[src/rtl/tcw_pkg.sv]
// ----------------------------------------------------------------------------
// tcw_pkg - texture coordinate wrap shared types and constants
// Item layouts, address modes, register indexes and per-lane stage records.
// ----------------------------------------------------------------------------
package tcw_pkg;

    localparam int MAX_SIZE  = 16384;
    localparam int FRAC_BITS = 16;
    localparam int COORD_W   = 32;
    localparam int INT_W     = COORD_W - FRAC_BITS;
    localparam int SIZE_W    = 15;
    localparam int TEXEL_W   = 16;
    localparam int NUM_AXES  = 3;
    localparam int CFG_IDX_W = 3;
    localparam int CFG_W     = 15;
    localparam int PROD_W    = FRAC_BITS + SIZE_W;

    typedef enum logic [CFG_IDX_W-1:0] {
        CFG_DIMENSIONS = 3'd0,
        CFG_SIZE_U     = 3'd1,
        CFG_SIZE_V     = 3'd2,
        CFG_SIZE_W     = 3'd3,
        CFG_MODE_U     = 3'd4,
        CFG_MODE_V     = 3'd5,
        CFG_MODE_W     = 3'd6
    } cfg_index_t;

    typedef enum logic [2:0] {
        MODE_REPEAT      = 3'd0,
        MODE_MIRROR      = 3'd1,
        MODE_EDGE        = 3'd2,
        MODE_BORDER      = 3'd3,
        MODE_MIRROR_EDGE = 3'd4
    } mode_t;

    typedef struct packed {
        logic signed [COORD_W-1:0] coord_u;
        logic signed [COORD_W-1:0] coord_v;
        logic signed [COORD_W-1:0] coord_w;
    } coord_item_t;

    typedef struct packed {
        logic signed [TEXEL_W-1:0] texel_u;
        logic signed [TEXEL_W-1:0] texel_v;
        logic signed [TEXEL_W-1:0] texel_w;
        logic                      use_border;
    } texel_item_t;

    // Axis enable and integer part classes of the coordinate; the classes decide every clamp.
    typedef struct packed {
        logic en;
        logic q_zero;
        logic q_neg;
        logic q_minus1;
        logic q_odd;
    } lane_ctl_t;

    typedef struct packed {
        lane_ctl_t           ctl;
        mode_t               mode;
        logic [SIZE_W-1:0]   size;
        logic [FRAC_BITS-1:0] frac;
    } lane_s1_t;

    typedef struct packed {
        lane_ctl_t         ctl;
        mode_t             mode;
        logic [SIZE_W-1:0] size;
        logic [SIZE_W-1:0] idx;
    } lane_s2_t;

    function automatic mode_t decode_mode(input logic [2:0] raw);
        mode_t m;
        case (raw)
            MODE_REPEAT:      m = MODE_REPEAT;
            MODE_MIRROR:      m = MODE_MIRROR;
            MODE_BORDER:      m = MODE_BORDER;
            MODE_MIRROR_EDGE: m = MODE_MIRROR_EDGE;
            default:          m = MODE_EDGE;
        endcase
        return m;
    endfunction

    function automatic logic [SIZE_W-1:0] sat_size(input logic [SIZE_W-1:0] raw);
        logic [SIZE_W-1:0] s;
        if (raw == '0)
            s = SIZE_W'(1);
        else if (raw > SIZE_W'(MAX_SIZE))
            s = SIZE_W'(MAX_SIZE);
        else
            s = raw;
        return s;
    endfunction

endpackage

[src/rtl/texture_coordinate_wrap.sv]
// ----------------------------------------------------------------------------
// texture_coordinate_wrap - texel address unit for nearest filtering
// Throughput: one item per cycle unless the output stalls; three register stages
// (decode, multiply, wrap select) move with valid bits and hold under output stall.
// Reset clears the stage valid bits and loads the register defaults
// (dimensions 2, sizes 1, modes clamp to edge); no clearing pass.
// ----------------------------------------------------------------------------
module texture_coordinate_wrap
    import tcw_pkg::*;
(
    input  logic                 clk,
    input  logic                 rst_n,
    input  logic                 cfg_write,
    input  logic [CFG_IDX_W-1:0] cfg_index,
    input  logic [CFG_W-1:0]     cfg_data,
    input  logic                 coord_valid,
    output logic                 coord_stall,
    input  coord_item_t          coord,
    output logic                 texel_valid,
    input  logic                 texel_stall,
    output texel_item_t          texel
);

    logic [1:0]        dimensions_reg;
    logic [SIZE_W-1:0] size_reg [NUM_AXES];
    logic [2:0]        mode_reg [NUM_AXES];

    logic        s1_valid_reg;
    logic        s2_valid_reg;
    logic        texel_valid_reg;
    lane_s1_t    s1_reg   [NUM_AXES];
    lane_s1_t    s1_next  [NUM_AXES];
    lane_s2_t    s2_reg   [NUM_AXES];
    lane_s2_t    s2_next  [NUM_AXES];
    texel_item_t texel_reg;
    texel_item_t texel_next;

    logic ready3;
    logic ready2;
    logic ready1;

    // ------------------------------------------------------------------
    // Configuration registers
    // ------------------------------------------------------------------
    always_ff @(posedge clk or negedge rst_n)
    begin
        if (!rst_n)
        begin
            dimensions_reg <= 2'd2;
            for (int a = 0; a < NUM_AXES; a++)
            begin
                size_reg[a] <= SIZE_W'(1);
                mode_reg[a] <= MODE_EDGE;
            end
        end
        else if (cfg_write)
        begin
            case (cfg_index)
                CFG_DIMENSIONS: dimensions_reg <= cfg_data[1:0];
                CFG_SIZE_U:     size_reg[0]    <= cfg_data[SIZE_W-1:0];
                CFG_SIZE_V:     size_reg[1]    <= cfg_data[SIZE_W-1:0];
                CFG_SIZE_W:     size_reg[2]    <= cfg_data[SIZE_W-1:0];
                CFG_MODE_U:     mode_reg[0]    <= cfg_data[2:0];
                CFG_MODE_V:     mode_reg[1]    <= cfg_data[2:0];
                CFG_MODE_W:     mode_reg[2]    <= cfg_data[2:0];
                default:        ;
            endcase
        end
    end

    // ------------------------------------------------------------------
    // Flow control: a stage loads if empty or if the next one can take an item
    // ------------------------------------------------------------------
    assign ready3      = !texel_valid_reg || !texel_stall;
    assign ready2      = !s2_valid_reg || ready3;
    assign ready1      = !s1_valid_reg || ready2;
    assign coord_stall = !ready1;

    // ------------------------------------------------------------------
    // Stage 1: split coordinate, classify integer part, latch axis setup
    // ------------------------------------------------------------------
    always_comb
    begin
        logic signed [COORD_W-1:0] c [NUM_AXES];
        logic [INT_W-1:0]          q;
        logic [NUM_AXES-1:0]       en;
        c[0]  = coord.coord_u;
        c[1]  = coord.coord_v;
        c[2]  = coord.coord_w;
        en[0] = 1'b1;
        en[1] = (dimensions_reg >= 2'd2);
        en[2] = (dimensions_reg == 2'd3);
        for (int a = 0; a < NUM_AXES; a++)
        begin
            q                     = c[a][COORD_W-1:FRAC_BITS];
            s1_next[a].ctl.en       = en[a];
            s1_next[a].ctl.q_zero   = (q == '0);
            s1_next[a].ctl.q_neg    = q[INT_W-1];
            s1_next[a].ctl.q_minus1 = &q;
            s1_next[a].ctl.q_odd    = q[0];
            s1_next[a].mode         = decode_mode(mode_reg[a]);
            s1_next[a].size         = sat_size(size_reg[a]);
            s1_next[a].frac         = c[a][FRAC_BITS-1:0];
        end
    end

    // ------------------------------------------------------------------
    // Stage 2: index within one period = floor(frac * size / 2^FRAC_BITS)
    // ------------------------------------------------------------------
    always_comb
    begin
        logic [PROD_W-1:0] prod;
        for (int a = 0; a < NUM_AXES; a++)
        begin
            prod            = PROD_W'(s1_reg[a].frac) * PROD_W'(s1_reg[a].size);
            s2_next[a].ctl  = s1_reg[a].ctl;
            s2_next[a].mode = s1_reg[a].mode;
            s2_next[a].size = s1_reg[a].size;
            s2_next[a].idx  = prod[PROD_W-1:FRAC_BITS];
        end
    end

    // ------------------------------------------------------------------
    // Stage 3: apply the address mode per axis
    // ------------------------------------------------------------------
    always_comb
    begin
        logic signed [TEXEL_W-1:0] r [NUM_AXES];
        logic signed [TEXEL_W-1:0] idx;
        logic signed [TEXEL_W-1:0] last;
        logic signed [TEXEL_W-1:0] flip;
        logic signed [TEXEL_W-1:0] sz;
        logic                      border;
        border = 1'b0;
        for (int a = 0; a < NUM_AXES; a++)
        begin
            idx  = TEXEL_W'(s2_reg[a].idx);
            sz   = TEXEL_W'(s2_reg[a].size);
            last = sz - TEXEL_W'(1);
            flip = last - idx;
            case (s2_reg[a].mode)
                MODE_REPEAT:
                    r[a] = idx;
                MODE_MIRROR:
                    r[a] = s2_reg[a].ctl.q_odd ? flip : idx;
                MODE_BORDER:
                begin
                    if (s2_reg[a].ctl.q_zero)
                        r[a] = idx;
                    else if (s2_reg[a].ctl.q_neg)
                        r[a] = '1;
                    else
                        r[a] = sz;
                    if (s2_reg[a].ctl.en && !s2_reg[a].ctl.q_zero)
                        border = 1'b1;
                end
                MODE_MIRROR_EDGE:
                begin
                    if (s2_reg[a].ctl.q_zero)
                        r[a] = idx;
                    else if (s2_reg[a].ctl.q_minus1)
                        r[a] = flip;
                    else
                        r[a] = last;
                end
                default:
                begin
                    if (s2_reg[a].ctl.q_zero)
                        r[a] = idx;
                    else if (s2_reg[a].ctl.q_neg)
                        r[a] = '0;
                    else
                        r[a] = last;
                end
            endcase
            // unused axis reads as zero
            if (!s2_reg[a].ctl.en)
                r[a] = '0;
        end
        texel_next.texel_u    = r[0];
        texel_next.texel_v    = r[1];
        texel_next.texel_w    = r[2];
        texel_next.use_border = border;
    end

    // ------------------------------------------------------------------
    // Stage registers
    // ------------------------------------------------------------------
    always_ff @(posedge clk or negedge rst_n)
    begin
        if (!rst_n)
        begin
            s1_valid_reg    <= 1'b0;
            s2_valid_reg    <= 1'b0;
            texel_valid_reg <= 1'b0;
        end
        else
        begin
            if (ready1)
                s1_valid_reg <= coord_valid;
            if (ready2)
                s2_valid_reg <= s1_valid_reg;
            if (ready3)
                texel_valid_reg <= s2_valid_reg;
        end
    end

    always_ff @(posedge clk)
    begin
        if (ready1 && coord_valid)
            s1_reg <= s1_next;
        if (ready2 && s1_valid_reg)
            s2_reg <= s2_next;
        if (ready3 && s2_valid_reg)
            texel_reg <= texel_next;
    end

    assign texel_valid = texel_valid_reg;
    assign texel       = texel_reg;

    // ------------------------------------------------------------------
    // Assertions
    // ------------------------------------------------------------------
    a_stall_only_when_full: assert property (@(posedge clk) disable iff (!rst_n)
        coord_stall |-> (s1_valid_reg && s2_valid_reg && texel_valid_reg))
        else $error("input stalled while the pipeline has a free stage");

    a_negative_needs_border: assert property (@(posedge clk) disable iff (!rst_n)
        (texel_valid_reg && (texel_reg.texel_u < 0 || texel_reg.texel_v < 0
                             || texel_reg.texel_w < 0)) |-> texel_reg.use_border)
        else $error("negative texel index without border flag");

    a_unused_axis_zero: assert property (@(posedge clk) disable iff (!rst_n)
        (ready3 && s2_valid_reg && !s2_reg[2].ctl.en) |=> (texel_reg.texel_w == '0))
        else $error("unused third axis gave a nonzero index");

    a_index_in_range: assert property (@(posedge clk) disable iff (!rst_n)
        texel_valid_reg |-> (texel_reg.texel_u <= MAX_SIZE && texel_reg.texel_v <= MAX_SIZE
                             && texel_reg.texel_w <= MAX_SIZE))
        else $error("texel index beyond the largest size");

endmodule
[config.mk]
export PLATFORM = sky130hd
export DESIGN_NAME = texture_coordinate_wrap
export DESIGN_NICKNAME = d
export VERILOG_FILES = /design/src/rtl/tcw_pkg.sv /design/src/rtl/texture_coordinate_wrap.sv
export SDC_FILE = /design/constraint.sdc
export NUM_CORES = 2
export LEC_CHECK = 0
export BUFFER_PORTS_ARGS = -buffer_cell sky130_fd_sc_hd__buf_2
export CORE_ASPECT_RATIO = 0.8
export CORE_MARGIN = 3
export CORE_UTILIZATION = 70
export DETAILED_ROUTE_END_ITERATION = 7
export PLACE_DENSITY_LB_ADDON = 0.05
export SLEW_MARGIN = 20
export SYNTH_ARGS = -nofsm -noshare
export SYNTH_HDL_FRONTEND = slang
export SYNTH_SLANG_ARGS = --single-unit
export TNS_END_PERCENT = 10
[constraint.sdc]
create_clock -name clk -period 15 [get_ports clk]
set_clock_uncertainty 0.05 [all_clocks]
set_input_delay 1.5 -clock clk [delete_from_list [all_inputs] [get_ports clk]]
set_output_delay 1.5 -clock clk [all_outputs]
set_load 0.01 [all_outputs]
==> reports/results.ini <==
[run_status]
status = completed

[synth]
synth_seq_area_share_pct = 25.0
synth_top_area_share_pct = 27.5
synth_adder_area_share_pct = 37.8
synth.area.mux_share_pct = 1.83
yosysTopAreaCell = fa_1
yosys_warnings = 0
synth_cells = 3968
synth_compound_area_share_pct = 8.53
ys_types = 85
syn_area_um2 = 39300
synth.area.top_cells = fa_1 (28%), edfxtp_1 (21%), ha_1 (10%)
synth-seq-cells = 337
synth_nets = 4951
yosys.area_share.simple_pct = 16.1
synthXorXnorAreaFrac_pct = 2.56
synth_top_family_by_area = adder cells
dominantRegCellSynth = edfxtp_1
async_flop_share_pct = 17.5
synth-edff-count = 278
postSynthAreaPerCell_um2 = 9.90

[worst_setup_path]
crit_start = s1_reg[23]$_SDFFCE_PP0P_
worstPathRequired_ps = 15300
worstSetupPathType = reg2reg
reg2reg_from = s1_reg[23]$_SDFFCE_PP0P_
cpMostUsedCell = fa_1
path_max_fanout = 17
critPathArrivalTime_ps = 7480
endpoint_kind = register
cp_cell_sequence = nand2_1 -> fa_1 -> fa_1 -> inv_1 -> fa_1 -> fa_1 -> fa_1 -> inv_1 -> fa_1 -> inv_1 -> ha_1 -> a21oi_1 -> o211ai_1 -> a2111oi_4 -> nor3_2 -> o31ai_4 -> o21ai_2 -> a2111o_1 -> a31o_2 -> a21oi_2 -> xnor2_1
cp-start-kind = register
slowest_stage = edfxtp_1
cp_slowest_stage_delay_ps = 890

[floorplan]
die_h_um = 218
die_x_um = 271
coreArea_um2 = 55400
die_area_um2 = 59000
num_io_pins = 170
start_util_pct = 70.9
rows = 77

[global_routing]
grt_pass1_wl_mm = 155
track_usage_pct = 33.2
antenna_found_initial = 19
grt_max_degree = 88
overflow = 0
grt_pass1_vias = 28616

[placement]
routabilityCongestion = 0.962
pre_cts_ws_ps = 7940
dpl.hpwl_mm = 72.4
port_buffers = 169

[cts]
cts_tree = yes
clockBufferDepth = 3
clk_pin_slew_ps = 60
h-tree-depth = 2
root_buffer = clkbuf_16
clk_latency_ps = 590
ctsHoldBuffers = 0
cts-resized-gates = 0
numCtsBuffers = 37
postCtsSetupBuffers = 0
cts_sinks = 337

[routing]
drt_iter0_markers = 2920
antenna_left = 0
viasPerCell = 5.93
drc_errors = 0
dr_total_vias = 28575
wl_mm = 96.1
first_pass_iters = 6
wire_per_inst_um = 19.9

[finish]
syn2layout_area_growth_pct = 6.90
nets = 5016
drive_gt1_share_pct = 8.32
largest_reg_flops = 116

[sta]
hold_viol = 0
max_freq_mhz = 139
setup_tns_ps = 0
fin_crit_ps = 7180
fin_crit_sh_pct = 47.8
rsz0062_at_grt = false
tightest_slew_ps = 1110
holdWs_ps = 368
slew_violations = 0
setup_slack_ps = 7820
setup_violations = 0
maxSlewHeadroom_pct = 26.0

[hold_path]
hold_start = s1_reg[109]$_DFFE_PP_
hold_path_class = reg2reg

[job]
maxCapViolCount = 0

cells in the mapped netlist (12+ instances only):
| cell | instances |
|---|---|
| o21a_1 | 17 |
| dfrtp_1 | 52 |
| nand4_1 | 24 |
| nand2b_1 | 14 |
| clkbuf_1 | 150 |
| and2_1 | 433 |
| inv_1 | 693 |
| xnor2_1 | 62 |
| o31ai_1 | 12 |
| o21ai_0 | 143 |
| nand2_1 | 409 |
| nor2_1 | 103 |
| o22ai_1 | 16 |
| nor4_1 | 31 |
| mux2_2 | 56 |
| fa_1 | 540 |
| a31oi_1 | 19 |
| or3_1 | 12 |
| xor2_1 | 51 |
| a221oi_1 | 16 |
| nand3_1 | 25 |
| nor2b_1 | 53 |
| a21oi_1 | 151 |
| nor3_1 | 39 |
| ha_1 | 324 |
| edfxtp_1 | 278 |
| a21boi_0 | 13 |
| and3_1 | 13 |
| nor3b_1 | 16 |
| a211oi_1 | 16 |
| a21o_1 | 46 |
stage by stage:
stage / instance area [um2] / util [%] / std cells
2_1_floorplan: 39300 / - / 3968
3_3_place_gp: 40600 / 73.3 / 4744
3_5_place_dp: 40600 / 73.3 / 4744
4_1_cts: 42000 / 75.8 / 4812
5_1_grt: 42000 / 75.8 / 4820
6_report: 42000 / 75.8 / 4822
critical path: cells and delay by family, from the launching register on:
family / cells / cell delay (ps)
DFF: 1 / 890
xor gates and xnor gates: 1 / 70
adders and majority gates: 7 / 3370
and+or+nand+nor: 2 / 310
AOI/OAI and AO/OA: 8 / 2070
buffers and inverters: 3 / 160
final cells by class:
cell class              count  area, um2
diodes                     10       25.0
clock buffers              45       1020
clock inverters            23        329
fillers                  3925      13400
inverters                 693       2600
multi-input cells        2784      26300
flip-flops and latches    337       9830
well taps                 750        938
repair buffers            180        932
worst paths after layout:
path / end / slack (ps) / cells past startpoint
max in group asynchronous: size_reg[16]$_DFFE_PN0P_ / 13290 / 2
worst min-delay path: s2_reg[106]$_DFFE_PP_ / 370 / 0
worst max-delay path: s2_reg[12]$_DFFE_PP_ / 7820 / 21
worst max register to register: s2_reg[12]$_DFFE_PP_ / 7820 / 21
worst min register to register: s2_reg[106]$_DFFE_PP_ / 370 / 0
min in group asynchronous: s2_valid_reg$_DFFE_PN0P_ / 1020 / 2
cells in the final DEF (no fill, tap or decap), drive strengths merged, types with 13 or more instances in the layout:
cell and n:
nand2b 15, mux2 56, o22ai 16, nand4 24, xor2 52, nor3 43, o21ai 151, edfxtp 278
ha 324, nor2 103, and2 434, a211oi 16, o21a 17, nor4 31, xnor2 62, and3 14
dfrtp 52, o31ai 13, a221oi 17, a31oi 19, nor3b 16, fa 540, nand3 26, nand2 409
clkbuf 45, nor2b 53, inv 699, buf 180, a21o 46, a21oi 154, clkinv 13, a21boi 13
cells by family after synthesis:
kind of cell               after synthesis
and+or+nand+nor                       1210
AOI/OAI and AO/OA                      531
DFF                                    337
buffers and inverters                  847
adders and majority gates              864
muxes                                   65
xor gates and xnor gates               114
metal layers:
| metal | track usage, % | wire (um) | vias up |
|---|---|---|---|
| li1 | - | - | 12980 |
| met1 | 49.2 | 41500 | 14079 |
| met2 | 50.3 | 42600 | 1319 |
| met3 | 7.25 | 9690 | 185 |
| met4 | 8.38 | 2300 | 12 |
| met5 | 0 | 76 | - |
Power is not shown: default switching activity piles up to over one toggle a cycle in this logic, so the estimate is an artifact.
